==> src/hw/rtl/kst_pkg.sv <==
`timescale 1ns / 1ps

package kst_pkg;

  localparam int KEY_COUNT = 128;
  localparam int KEY_W     = 7;
  localparam int SCAN_W    = 8;
  localparam int CODE_W    = 16;
  localparam int QCOUNT_W  = 6;

  // modifier key numbers
  localparam logic [KEY_W-1:0] KEY_LSHIFT = 7'h60;
  localparam logic [KEY_W-1:0] KEY_RSHIFT = 7'h61;
  localparam logic [KEY_W-1:0] KEY_CAPS   = 7'h62;
  localparam logic [KEY_W-1:0] KEY_CTRL   = 7'h63;
  localparam logic [KEY_W-1:0] KEY_ALT    = 7'h64;

  // scan code layout: release flag on top, key number below
  localparam int RELEASE_BIT = SCAN_W - 1;

  typedef enum logic [1:0] {
    CMD_KEY   = 2'd0,
    CMD_POP   = 2'd1,
    CMD_WRITE = 2'd2
  } cmd_t;

  typedef struct packed {
    logic shift;
    logic caps;
    logic ctrl;
    logic alt;
  } mods_t;

  // beat handed from the key stage to the ring stage
  typedef struct packed {
    logic              is_press;
    logic              is_pop;
    logic [CODE_W-1:0] code;
    mods_t             mods;
  } kst_beat_t;

endpackage

==> src/hw/rtl/kst_key_stage.sv <==
`timescale 1ns / 1ps

module kst_key_stage (
  input  logic                       clk,
  input  logic                       rst_n,
  input  logic                       in_valid,
  output logic                       in_ready,
  input  logic [1:0]                 in_command,
  input  logic [kst_pkg::SCAN_W-1:0] in_scan_code,
  input  logic [kst_pkg::KEY_W-1:0]  in_table_index,
  input  logic                       in_table_shifted,
  input  logic [kst_pkg::CODE_W-1:0] in_table_value,
  output logic                       s1_valid,
  input  logic                       s1_ready,
  output kst_pkg::kst_beat_t         s1_beat
);

  import kst_pkg::*;

  logic [CODE_W-1:0] plain_mem   [KEY_COUNT];
  logic [CODE_W-1:0] shifted_mem [KEY_COUNT];

  logic [KEY_COUNT-1:0] held_r;
  logic [KEY_COUNT-1:0] held_nxt;
  logic                 s1_valid_r;
  logic                 s1_press_r;
  logic                 s1_pop_r;
  logic                 shift_sel_r;
  mods_t                mods_r;
  logic [CODE_W-1:0]    plain_rd_r;
  logic [CODE_W-1:0]    shifted_rd_r;

  logic             in_fire;
  logic             is_key;
  logic             is_release;
  logic [KEY_W-1:0] key;
  mods_t            mods_nxt;
  logic             plain_we;
  logic             shifted_we;

  assign in_ready   = !s1_valid_r || s1_ready;
  assign in_fire    = in_valid && in_ready;
  assign is_key     = (in_command == CMD_KEY);
  assign is_release = in_scan_code[RELEASE_BIT];
  assign key        = in_scan_code[KEY_W-1:0];
  assign plain_we   = in_fire && (in_command == CMD_WRITE) && !in_table_shifted;
  assign shifted_we = in_fire && (in_command == CMD_WRITE) && in_table_shifted;

  always_comb begin
    held_nxt = held_r;
    if (is_key) begin
      held_nxt[key] = !is_release;
    end
    mods_nxt.shift = held_nxt[KEY_LSHIFT] || held_nxt[KEY_RSHIFT];
    mods_nxt.caps  = held_nxt[KEY_CAPS];
    mods_nxt.ctrl  = held_nxt[KEY_CTRL];
    mods_nxt.alt   = held_nxt[KEY_ALT];
  end

  always_ff @(posedge clk) begin
    if (!rst_n) begin
      held_r     <= '0;
      s1_valid_r <= 1'b0;
    end else begin
      if (in_fire) begin
        held_r     <= held_nxt;
        s1_valid_r <= 1'b1;
      end else if (s1_ready) begin
        s1_valid_r <= 1'b0;
      end
    end
  end

  always_ff @(posedge clk) begin
    if (in_fire) begin
      s1_press_r  <= is_key && !is_release;
      s1_pop_r    <= (in_command == CMD_POP);
      shift_sel_r <= mods_nxt.shift;
      mods_r      <= mods_nxt;
    end
  end

  // keymaps: one write port, registered read at the key number of every accepted beat
  always_ff @(posedge clk) begin
    if (plain_we) begin
      plain_mem[in_table_index] <= in_table_value;
    end
    if (in_fire) begin
      plain_rd_r <= plain_mem[key];
    end
  end

  always_ff @(posedge clk) begin
    if (shifted_we) begin
      shifted_mem[in_table_index] <= in_table_value;
    end
    if (in_fire) begin
      shifted_rd_r <= shifted_mem[key];
    end
  end

  assign s1_valid         = s1_valid_r;
  assign s1_beat.is_press = s1_press_r;
  assign s1_beat.is_pop   = s1_pop_r;
  assign s1_beat.code     = shift_sel_r ? shifted_rd_r : plain_rd_r;
  assign s1_beat.mods     = mods_r;

`ifndef ASSERT_OFF
  a_press_sets_key: assert property (@(posedge clk) disable iff (!rst_n)
    in_fire && is_key && !is_release |=> held_r[$past(key)])
    else $error("press did not set held key");

  a_release_clears_key: assert property (@(posedge clk) disable iff (!rst_n)
    in_fire && is_key && is_release |=> !held_r[$past(key)])
    else $error("release did not clear held key");

  a_stall_holds_beat: assert property (@(posedge clk) disable iff (!rst_n)
    s1_valid_r && !s1_ready |=> s1_valid_r && $stable(shift_sel_r) && $stable(mods_r))
    else $error("stage beat changed while stalled");
`endif

endmodule

==> config.mk <==
export PLATFORM = sky130hd
export DESIGN_NAME = kst_key_stage
export DESIGN_NICKNAME = d
export VERILOG_FILES = /design/src/hw/rtl/kst_pkg.sv /design/src/hw/rtl/kst_key_stage.sv
export SDC_FILE = /design/constraint.sdc
export NUM_CORES = 2
export LEC_CHECK = 0
export ABC_CLOCK_PERIOD_IN_PS = 5100
export BUFFER_PORTS_ARGS = -buffer_cell sky130_fd_sc_hd__buf_2
export CORE_MARGIN = 1
export CORE_UTILIZATION = 40
export CTS_CLUSTER_SIZE = 30
export DETAILED_ROUTE_END_ITERATION = 7
export PLACE_DENSITY = 0.62
export SYNTH_ARGS = -nofsm -noshare
export SYNTH_HDL_FRONTEND = slang
export SYNTH_SLANG_ARGS = --single-unit
==> constraint.sdc <==
create_clock -name clk -period 5.1 [get_ports clk]
set_input_delay 0 -clock clk [delete_from_list [all_inputs] [get_ports clk]]
set_output_delay 0 -clock clk [all_outputs]
set_load 0.1 [all_outputs]
==> qor.yml <==
synth-edff-count: 4134
totalPowerFinal_mw: 71.6
numCtsBuffers: 417
required_ns: 5.79
slowest_stage: "dlygate4sd3_1"
grt_usage_pct: 23.9
fill_cells: 32419
initial_core_util_pct: 40.3
overflow: 0
slew_headroom_pct: -8.64
io_pins: 62
dp_cells: 12713
start_kind: "flop"
cts_tree: "yes"
syn_area_per_cell_um2: 21.8
hp-class: "in -> reg"
drc: 0
die_x_um: 634
cts_buffer_depth: 4
crit_fanout: 11
yosysSeqAreaShare_pct: 77.7
fmax_mhz: 254
power_density_mw_per_mm2: 391
drive_gt1_share_pct: 28.1
drt-total-wl_um: 487000
drtIter0Drc: 12588
status: "finished, violations left"
hpwl_um: 293000
max_stage_delay_ns: 0.90
synth_flop_cell: "edfxtp_1"
netlist-cell-type-count: 70
synth-simple-area-share_pct: 2.18
utilization_pct: 46.1
grt_first_pass_wirelength_um: 668000
crit_type: "reg -> reg"
layout_common_cells: "4134 x edfxtp_1, 930 x mux4_2, 451 x buf_4"
vias_per_cell: 6.15
htreeDepth: 5
hold_violations: 0
ant_nets: 0
setup_violations: 0
fin_crit_sh_pct: 77.1
synthMuxAreaShare_pct: 15.7
r2r_start: "s1_valid$_SDFFE_PN0P_"
cp.arrival_ns: 4.63
p_leak_nw: 57.4
tightest_slew_ns: 1.63
finalCriticalPeriod_ns: 3.93
wire_per_inst_um: 35.9
slew_viol_final: 74
hp-start: "in_table_value[4]"
post_cts_resized: 0
core.rowCount: 231
die_h_um: 634
rsz0062_at_grt: "false"
fin_skew_ns: 0.0688
end_kind: "flop"
vdd_drop_max_mv: 0.303
drv_cap: 3
nets: 7976
synth_top_family_by_area: "multiplexers"
tns_ns: 0
path_clk_slew_ns: 0.06
grt_antenna_before_repair: 54
coreArea_mm2: 0.397
crit_chain: "nand2b_1, and2_2, nand3b_1, nor3_1, nand3_2, dlygate4sd3_1, nor2_2, buf_4"
synth_compound_area_share_pct: 2.72
place.gp.congestion: 0.907
final_common_cell: "edfxtp_1"
synth-seq-cells: 4140
synthesis.area_mm2: 0.160
grt_max_degree: 193
final_cells: 13554
crit_start: "s1_valid$_SDFFE_PN0P_"
grt_pass1_vias: 81162
vias: 83342
clock-root-buffer: "clkbuf_16"
synth-warning-count: 0
clock_sinks: 4140
synth-async-reset-ratio_pct: 0
synth_fa_ha_area_share_pct: 0
synth_xor_area_share_pct: 0
firstDrtPassIters: 8
clk_latency_ns: 1.01
numPortBuffers: 61
syn_inst: 7344
seq_area_mm2: 0.124
violations: "capacitance limit, slew limit"
area_growth_pct: 14.4
multiInputGateArea_mm2: 0.0335
synth_nets: 7382
dieArea_mm2: 0.402
-- sequential cells by signal, indices dropped and copies added, names as in the netlist --
name and count:
held_r 5, shifted_rd_r 16, shifted_mem 2048, s1_press_r 1, s1_valid 1, s1_pop_r 1, s1_beat 4, plain_rd_r 16
plain_mem 2048
-- power breakdown --
group	internal, mW	switching [mW]
clock network	16.9	13.0
logic	1.22	2.83
registers	37.5	0.0521
total	55.6	15.9
-- synthesized netlist by cell type, drive strengths merged (22+ instances only) --
library cell,count,area (µm²)
a211oi,33,248
a21oi,107,536
a22oi,53,398
a31oi,45,282
and2,22,138
and3,29,181
buf,275,2070
clkbuf,155,582
edfxtp,4134,124000
mux2,46,518
mux2i,340,3400
mux4,940,21200
nand2,271,1020
nand3,48,240
nor2,322,1210
nor2b,23,144
nor3,37,185
o21ai,76,380
o221ai,82,718
o22ai,99,619
-- kinds of logic (layout without fill, tap and decap cells) --
logic type,after synthesis,in the layout
and+or+nand+nor,807,807
AOI/OAI and AO/OA,631,631
muxes,1326,1326
DFF,4140,4140
other,0,26
buffers and inverters,440,1382
-- timing repair --
action | 4_1_cts | 5_1_grt
buffers inserted | 0 | 0
endpoints found under the setup margin | 0 | 0
hold endpoints to repair | 2276 | 0
hold buffers | 47 | 0
-- per-layer routing --
| layer | track usage (%) | share of wire, % |
|---|---|---|
| met1 | 32.5 | 38 |
| met3 | 5.02 | 11 |
| met2 | 37.2 | 46 |
| met4 | 10.6 | 5.0 |
| met5 | 0 | 0.053 |
-- final cells by class --
cell class / instances / share of cell area, %
Clock inverter: 251 / 1.27
Clock buffer: 516 / 5.95
Antenna cell: 26 / 0.0356
Tap cell: 5242 / 3.58
Sequential cell: 4140 / 67.9
Multi-Input combinational cell: 2764 / 18.3
Inverter: 10 / 0.0315
Timing Repair Buffer: 605 / 2.89
-- critical path: cells and delay by family (launching register included) --
family	cells	cell delay (ns)
buf+inv	2	1.21
flops	1	0.32
simple gates	6	2.08
-- per-stage QoR --
step	setup WS, ns	hold slack (ns)	cell area (µm²)
after floorplan	0.569	0.0989	160000
after global placement	0.403	0.285	169000
after detailed placement	0.709	0.278	169000
after CTS	1.25	0.000395	183000
after global routing	1.11	0.0477	183000
final	1.17	0.0498	183000
-- worst paths after layout --
path	endpoint	slack, ns	depth (start not counted)
hold / removal	shifted_mem[22][4]$_DFFE_PP_	0.05	2
setup / recovery	plain_mem[119][12]$_DFFE_PP_	1.17	8
hold reg to reg	held_r[100]$_SDFFE_PN0P_	0.53	2
setup reg to reg	plain_mem[119][12]$_DFFE_PP_	1.17	8
(Power assumes the default switching activity.)
