**src/hw/rtl/kst_pkg.sv**
```systemverilog
`timescale 1ns / 1ps

package kst_pkg;

  localparam int KEY_COUNT = 128;
  localparam int KEY_W     = 7;
  localparam int SCAN_W    = 8;
  localparam int CODE_W    = 16;
  localparam int QCOUNT_W  = 6;

  // modifier key numbers
  localparam logic [KEY_W-1:0] KEY_LSHIFT = 7'h60;
  localparam logic [KEY_W-1:0] KEY_RSHIFT = 7'h61;
  localparam logic [KEY_W-1:0] KEY_CAPS   = 7'h62;
  localparam logic [KEY_W-1:0] KEY_CTRL   = 7'h63;
  localparam logic [KEY_W-1:0] KEY_ALT    = 7'h64;

  // scan code layout: release flag on top, key number below
  localparam int RELEASE_BIT = SCAN_W - 1;

  typedef enum logic [1:0] {
    CMD_KEY   = 2'd0,
    CMD_POP   = 2'd1,
    CMD_WRITE = 2'd2
  } cmd_t;

  typedef struct packed {
    logic shift;
    logic caps;
    logic ctrl;
    logic alt;
  } mods_t;

  // beat handed from the key stage to the ring stage
  typedef struct packed {
    logic              is_press;
    logic              is_pop;
    logic [CODE_W-1:0] code;
    mods_t             mods;
  } kst_beat_t;

endpackage

```
**src/hw/rtl/kst_ring_stage.sv**
```systemverilog
`timescale 1ns / 1ps

module kst_ring_stage #(
  parameter int RING_DEPTH = 64
) (
  input  logic                         clk,
  input  logic                         rst_n,
  input  logic                         s1_valid,
  output logic                         s1_ready,
  input  kst_pkg::kst_beat_t           s1_beat,
  output logic                         out_valid,
  input  logic                         out_ready,
  output logic                         out_pop_valid,
  output logic [kst_pkg::CODE_W-1:0]   out_pop_code,
  output logic [kst_pkg::QCOUNT_W-1:0] out_queue_count,
  output logic                         out_dropped,
  output kst_pkg::mods_t               out_mods
);

  import kst_pkg::*;

  localparam int PTR_W = $clog2(RING_DEPTH);
  localparam int CNT_W = (PTR_W > QCOUNT_W) ? PTR_W : QCOUNT_W;
  localparam logic [PTR_W-1:0] PTR_LAST = PTR_W'(RING_DEPTH - 1);

  function automatic logic [PTR_W-1:0] ring_next(input logic [PTR_W-1:0] p);
    return (p == PTR_LAST) ? '0 : p + 1'b1;
  endfunction

  logic [CODE_W-1:0] ring_mem [RING_DEPTH];

  logic [PTR_W-1:0]    wr_r;
  logic [PTR_W-1:0]    rd_r;
  logic [CODE_W-1:0]   rd_data_r;
  logic                out_valid_r;
  logic                out_pop_valid_r;
  logic [CODE_W-1:0]   out_pop_code_r;
  logic [QCOUNT_W-1:0] out_count_r;
  logic                out_dropped_r;
  mods_t               out_mods_r;

  logic             fire;
  logic             empty;
  logic             full;
  logic             has_code;
  logic             push;
  logic             drop;
  logic             pop;
  logic [PTR_W-1:0] wr_nxt;
  logic [PTR_W-1:0] rd_nxt;
  logic [CNT_W-1:0] cnt_nxt;

  assign s1_ready = !out_valid_r || out_ready;
  assign fire     = s1_valid && s1_ready;
  assign empty    = (wr_r == rd_r);
  assign full     = (ring_next(wr_r) == rd_r);
  assign has_code = s1_beat.is_press && (s1_beat.code != '0);
  assign push     = fire && has_code && !full;
  assign drop     = fire && has_code && full;
  assign pop      = fire && s1_beat.is_pop && !empty;
  assign wr_nxt   = push ? ring_next(wr_r) : wr_r;
  assign rd_nxt   = pop ? ring_next(rd_r) : rd_r;

  // occupancy after this beat, modulo the ring size
  assign cnt_nxt = CNT_W'(wr_nxt) - CNT_W'(rd_nxt)
                 + ((wr_nxt < rd_nxt) ? CNT_W'(RING_DEPTH) : '0);

  always_ff @(posedge clk) begin
    if (!rst_n) begin
      wr_r <= '0;
      rd_r <= '0;
    end else begin
      wr_r <= wr_nxt;
      rd_r <= rd_nxt;
    end
  end

  // rd_data_r always mirrors the entry at rd_r (look-ahead read, write bypass)
  always_ff @(posedge clk) begin
    if (push) begin
      ring_mem[wr_r] <= s1_beat.code;
    end
    if (push && (wr_r == rd_nxt)) begin
      rd_data_r <= s1_beat.code;
    end else begin
      rd_data_r <= ring_mem[rd_nxt];
    end
  end

  always_ff @(posedge clk) begin
    if (!rst_n) begin
      out_valid_r <= 1'b0;
    end else if (fire) begin
      out_valid_r <= 1'b1;
    end else if (out_ready) begin
      out_valid_r <= 1'b0;
    end
  end

  always_ff @(posedge clk) begin
    if (fire) begin
      out_pop_valid_r <= pop;
      out_pop_code_r  <= pop ? rd_data_r : '0;
      out_count_r     <= cnt_nxt[QCOUNT_W-1:0];
      out_dropped_r   <= drop;
      out_mods_r      <= s1_beat.mods;
    end
  end

  assign out_valid       = out_valid_r;
  assign out_pop_valid   = out_pop_valid_r;
  assign out_pop_code    = out_pop_code_r;
  assign out_queue_count = out_count_r;
  assign out_dropped     = out_dropped_r;
  assign out_mods        = out_mods_r;

`ifndef ASSERT_OFF
  a_head_coherent: assert property (@(posedge clk) disable iff (!rst_n)
    !empty |-> rd_data_r == ring_mem[rd_r])
    else $error("head register out of step with ring");

  a_push_not_empty: assert property (@(posedge clk) disable iff (!rst_n)
    push |=> !empty)
    else $error("ring empty right after push");

  a_drop_means_full: assert property (@(posedge clk) disable iff (!rst_n)
    out_valid_r && out_dropped_r |-> full)
    else $error("code dropped while ring had room");

  a_result_held: assert property (@(posedge clk) disable iff (!rst_n)
    out_valid_r && !out_ready |=> out_valid_r)
    else $error("pending result lost");
`endif

endmodule

```
**config.mk**
```make
export PLATFORM = sky130hd
export DESIGN_NAME = kst_ring_stage
export DESIGN_NICKNAME = d
export VERILOG_FILES = /design/src/hw/rtl/kst_pkg.sv /design/src/hw/rtl/kst_ring_stage.sv
export SDC_FILE = /design/constraint.sdc
export NUM_CORES = 1
export LEC_CHECK = 0
export BUFFER_PORTS_ARGS = -buffer_cell sky130_fd_sc_hd__buf_2
export CELL_PAD_IN_SITES_DETAIL_PLACEMENT = 1
export CELL_PAD_IN_SITES_GLOBAL_PLACEMENT = 2
export CORE_ASPECT_RATIO = 0.75
export CORE_MARGIN = 4
export CORE_UTILIZATION = 45
export DETAILED_ROUTE_END_ITERATION = 12
export HOLD_SLACK_MARGIN = 0.15
export PLACE_DENSITY = 0.69
export SETUP_SLACK_MARGIN = 0.1
export SKIP_CTS_REPAIR_TIMING = 1
export SYNTH_ARGS = -nofsm -noshare
export SYNTH_HDL_FRONTEND = slang
export SYNTH_SLANG_ARGS = --single-unit
```
**constraint.sdc**
```tcl
create_clock -name clk -period 4.9 [get_ports clk]
set_input_delay 0.245 -clock clk [delete_from_list [all_inputs] [get_ports clk]]
set_output_delay 0.245 -clock clk [all_outputs]
set_load 0.02 [all_outputs]
```
==> reports/metrics.cfg <==
[finish]
final_common_cell = edfxtp_1
syn2layout_area_growth_pct = 13.92
fill_cells = 7899
drive_gt1_frac = 0.3501
final_cells = 3216
fin_nets = 1943
seq_area_mm2 = 0.03199
diodes = 0
final_cell_mix = edfxtp_1, mux4_2, clkbuf_16
multi_input_area_mm2 = 0.009110

[setup_path]
critPathKind = reg -> reg
cp_max_fo = 30
cp-end-kind = register
reg2regPathDepth = 10
crit_required_ns = 5.16
critPathLaunchType = register
arrival_ns = 4.65

[clocking]
htree_levels = 3
clock_latency_ns = 0.67
cts_root_buffer = clkbuf_16
cts_max_path_buffers = 3
cts_buffers = 99
cts_tree = yes
cts_sinks = 1071
clkTransAtPathRegs_ns = 0.07

[sta]
fmax_mhz = 228.0
skew_ns = 0.01906
rsz0062_at_grt = false
timing.final.hold_violations = 0
relSlewSlack = 0.1698
worst_slew_pin_slew_ns = 1.244
finalCritPeriodShare = 0.8950
slew_viol_final = 0
period_needed_ns = 4.385
final-setup-viol-count = 0
tns_ns = 0

[detailed_routing]
route.final.wire_length_um = 102400
drt-pass1-iter-count = 5
vias = 18910
wl_per_cell_um = 31.83
drt_iter0_drc = 2163
remaining_drc_errors = 0
ant_nets = 0
via_per_inst = 5.879

[floorplanning]
coreArea_mm2 = 0.09129
fp-row-count = 96
pin_count = 56
die_h_um = 270.6
die_w_um = 358.1
die_area_mm2 = 0.09690
start_util = 0.4532

[global_route]
grt_first_pass_wirelength_um = 147400
antenna_found_initial = 3
grtUsageTotal = 0.2147
grt_pass1_vias = 19620
grt-ovfl-total = 0
grt_max_degree = 65

[logic_synthesis]
synthTopCellsByArea = edfxtp_1, mux4_2, dfxtp_1, mux2i_1, clkbuf_1
synth-edff-count = 1052
synth_top_area_share = 0.7636
synth_area_per_cell_um2 = 23.59
syn_area_mm2 = 0.04137
synth-async-reset-ratio = 0
yosysWarnings = 0
syn-instance-count = 1754
synth_ff_type = edfxtp_1
synthesis.nets = 1788
synth_top_cell_by_area = edfxtp_1
ys_seq_area_frac = 0.7728
synth.ff_latch_count = 1071
synth.distinct_cells = 48

[placement]
place.gp.congestion = 0.7778
dp_cells = 3023
dp_hpwl_um = 59810
io_buffers = 55

[hold_path]
whs_path_depth = 2
hold_path.class = in -> reg

[power_and_ir_drop]
leakage_nw = 14.17
irDropWorstVdd_mv = 0.3049
p_per_area_mw_per_mm2 = 396.3

[flow_run]
cap_viol_max_count = 0

[outcome]
outcome = complete, no violations

flip-flops by register name (all words and copies together) (netlist names), named ones only:
signal and cells:
ring_mem 1024, out_pop_code 16, out_queue_count 6, rd_r 6
wr_r 6, out_mods 4, out_dropped 1, out_pop_valid 1
out_valid 1
Yosys cell counts, types with 3 or more instances:
master,instances
mux4_2,320
nor2_1,46
clkbuf_1,52
a21oi_1,6
mux2i_1,38
nand2b_1,4
a31oi_1,3
nand2_1,11
nor4_1,20
nand4_1,4
and2_1,3
nand3_1,8
nor2_2,8
inv_1,14
xnor2_1,10
o21ai_0,5
dfxtp_1,19
nor3_1,6
or3_1,8
nor2b_1,8
o22ai_1,16
ha_1,7
buf_2,33
buf_1,15
edfxtp_1,1052
xor2_1,8
through the flow:
stage / power, mW / util / setup WS [ns] / hold slack (ns) / area, µm²
final: 18.68 / 0.5163 / 0.5146 / 0.2789 / 47130
after global routing: 19.29 / 0.5163 / 0.2960 / 0.2646 / 47130
after global placement: 11.12 / 0.4796 / 0.6078 / 0.4225 / 43780
after CTS: 18.83 / 0.5152 / 0.5088 / -0.2851 / 47030
after detailed placement: 11.14 / 0.4796 / 0.5777 / 0.4234 / 43780
after floorplan: 10.76 / - / 0.6167 / 0.3439 / 41370
critical path, stage by stage (launching register included):
cell	delay [ns]
dfxtp_1	0.31
buf_4	0.18
ha_1	0.27
nand3_1	0.15
nor2_1	0.25
mux2_2	0.37
o2111ai_1	0.17
o21bai_4	0.14
buf_4	0.27
or4_1	0.78
nor2_2	1.06
metal layers:
layer  track usage  share of wire  vias up
met5             0              0        -
met4       0.04211          0.016        0
met3       0.05756          0.084      103
met2        0.3179           0.46      669
met1        0.3261           0.44    10320
li1              -              -     7812
cell families after synthesis:
group | count (synthesis) | synth area share
AND/OR/NAND/NOR | 136 | 0.01718
AO/OA/AOI/OAI | 43 | 0.007380
adder cells (fa/ha/maj) | 8 | 0.002601
buffers and inverters | 118 | 0.01225
multiplexers | 360 | 0.1840
flip-flops | 1071 | 0.7728
XOR/XNOR | 18 | 0.003811
layout make-up:
| type | count | share of cell area |
|---|---|---|
| well taps | 1225 | 0.03252 |
| repair buffers | 158 | 0.02543 |
| clock buffers | 124 | 0.05610 |
| clock inverters | 59 | 0.01280 |
| flip-flops and latches | 1071 | 0.6787 |
| inverters | 14 | 0.001115 |
| multi-input cells | 565 | 0.1933 |
final timing paths:
| kind | slack (ns) | start | endpoint |
|---|---|---|---|
| hold reg to reg | 0.61 | wr_r[2]$_SDFF_PN0_ | wr_r[2]$_SDFF_PN0_ |
| setup reg to reg | 0.51 | wr_r[1]$_SDFF_PN0_ | ring_mem[24][5]$_DFFE_PP_ |
| hold / removal | 0.28 | s1_beat[7] | ring_mem[58][3]$_DFFE_PP_ |
| setup / recovery | 0.51 | wr_r[1]$_SDFF_PN0_ | ring_mem[24][5]$_DFFE_PP_ |
power breakdown:
part           total (mW)  switching [mW]  internal, mW  leakage [nW]
Sequential           10.1          0.0336          10.1          9.64
Clock                7.75            3.33          4.41          1.59
Combinational       0.809           0.467         0.342          2.94
Total                18.7            3.83          14.8          14.2
Note: power is estimated with default switching activity, not from simulation.
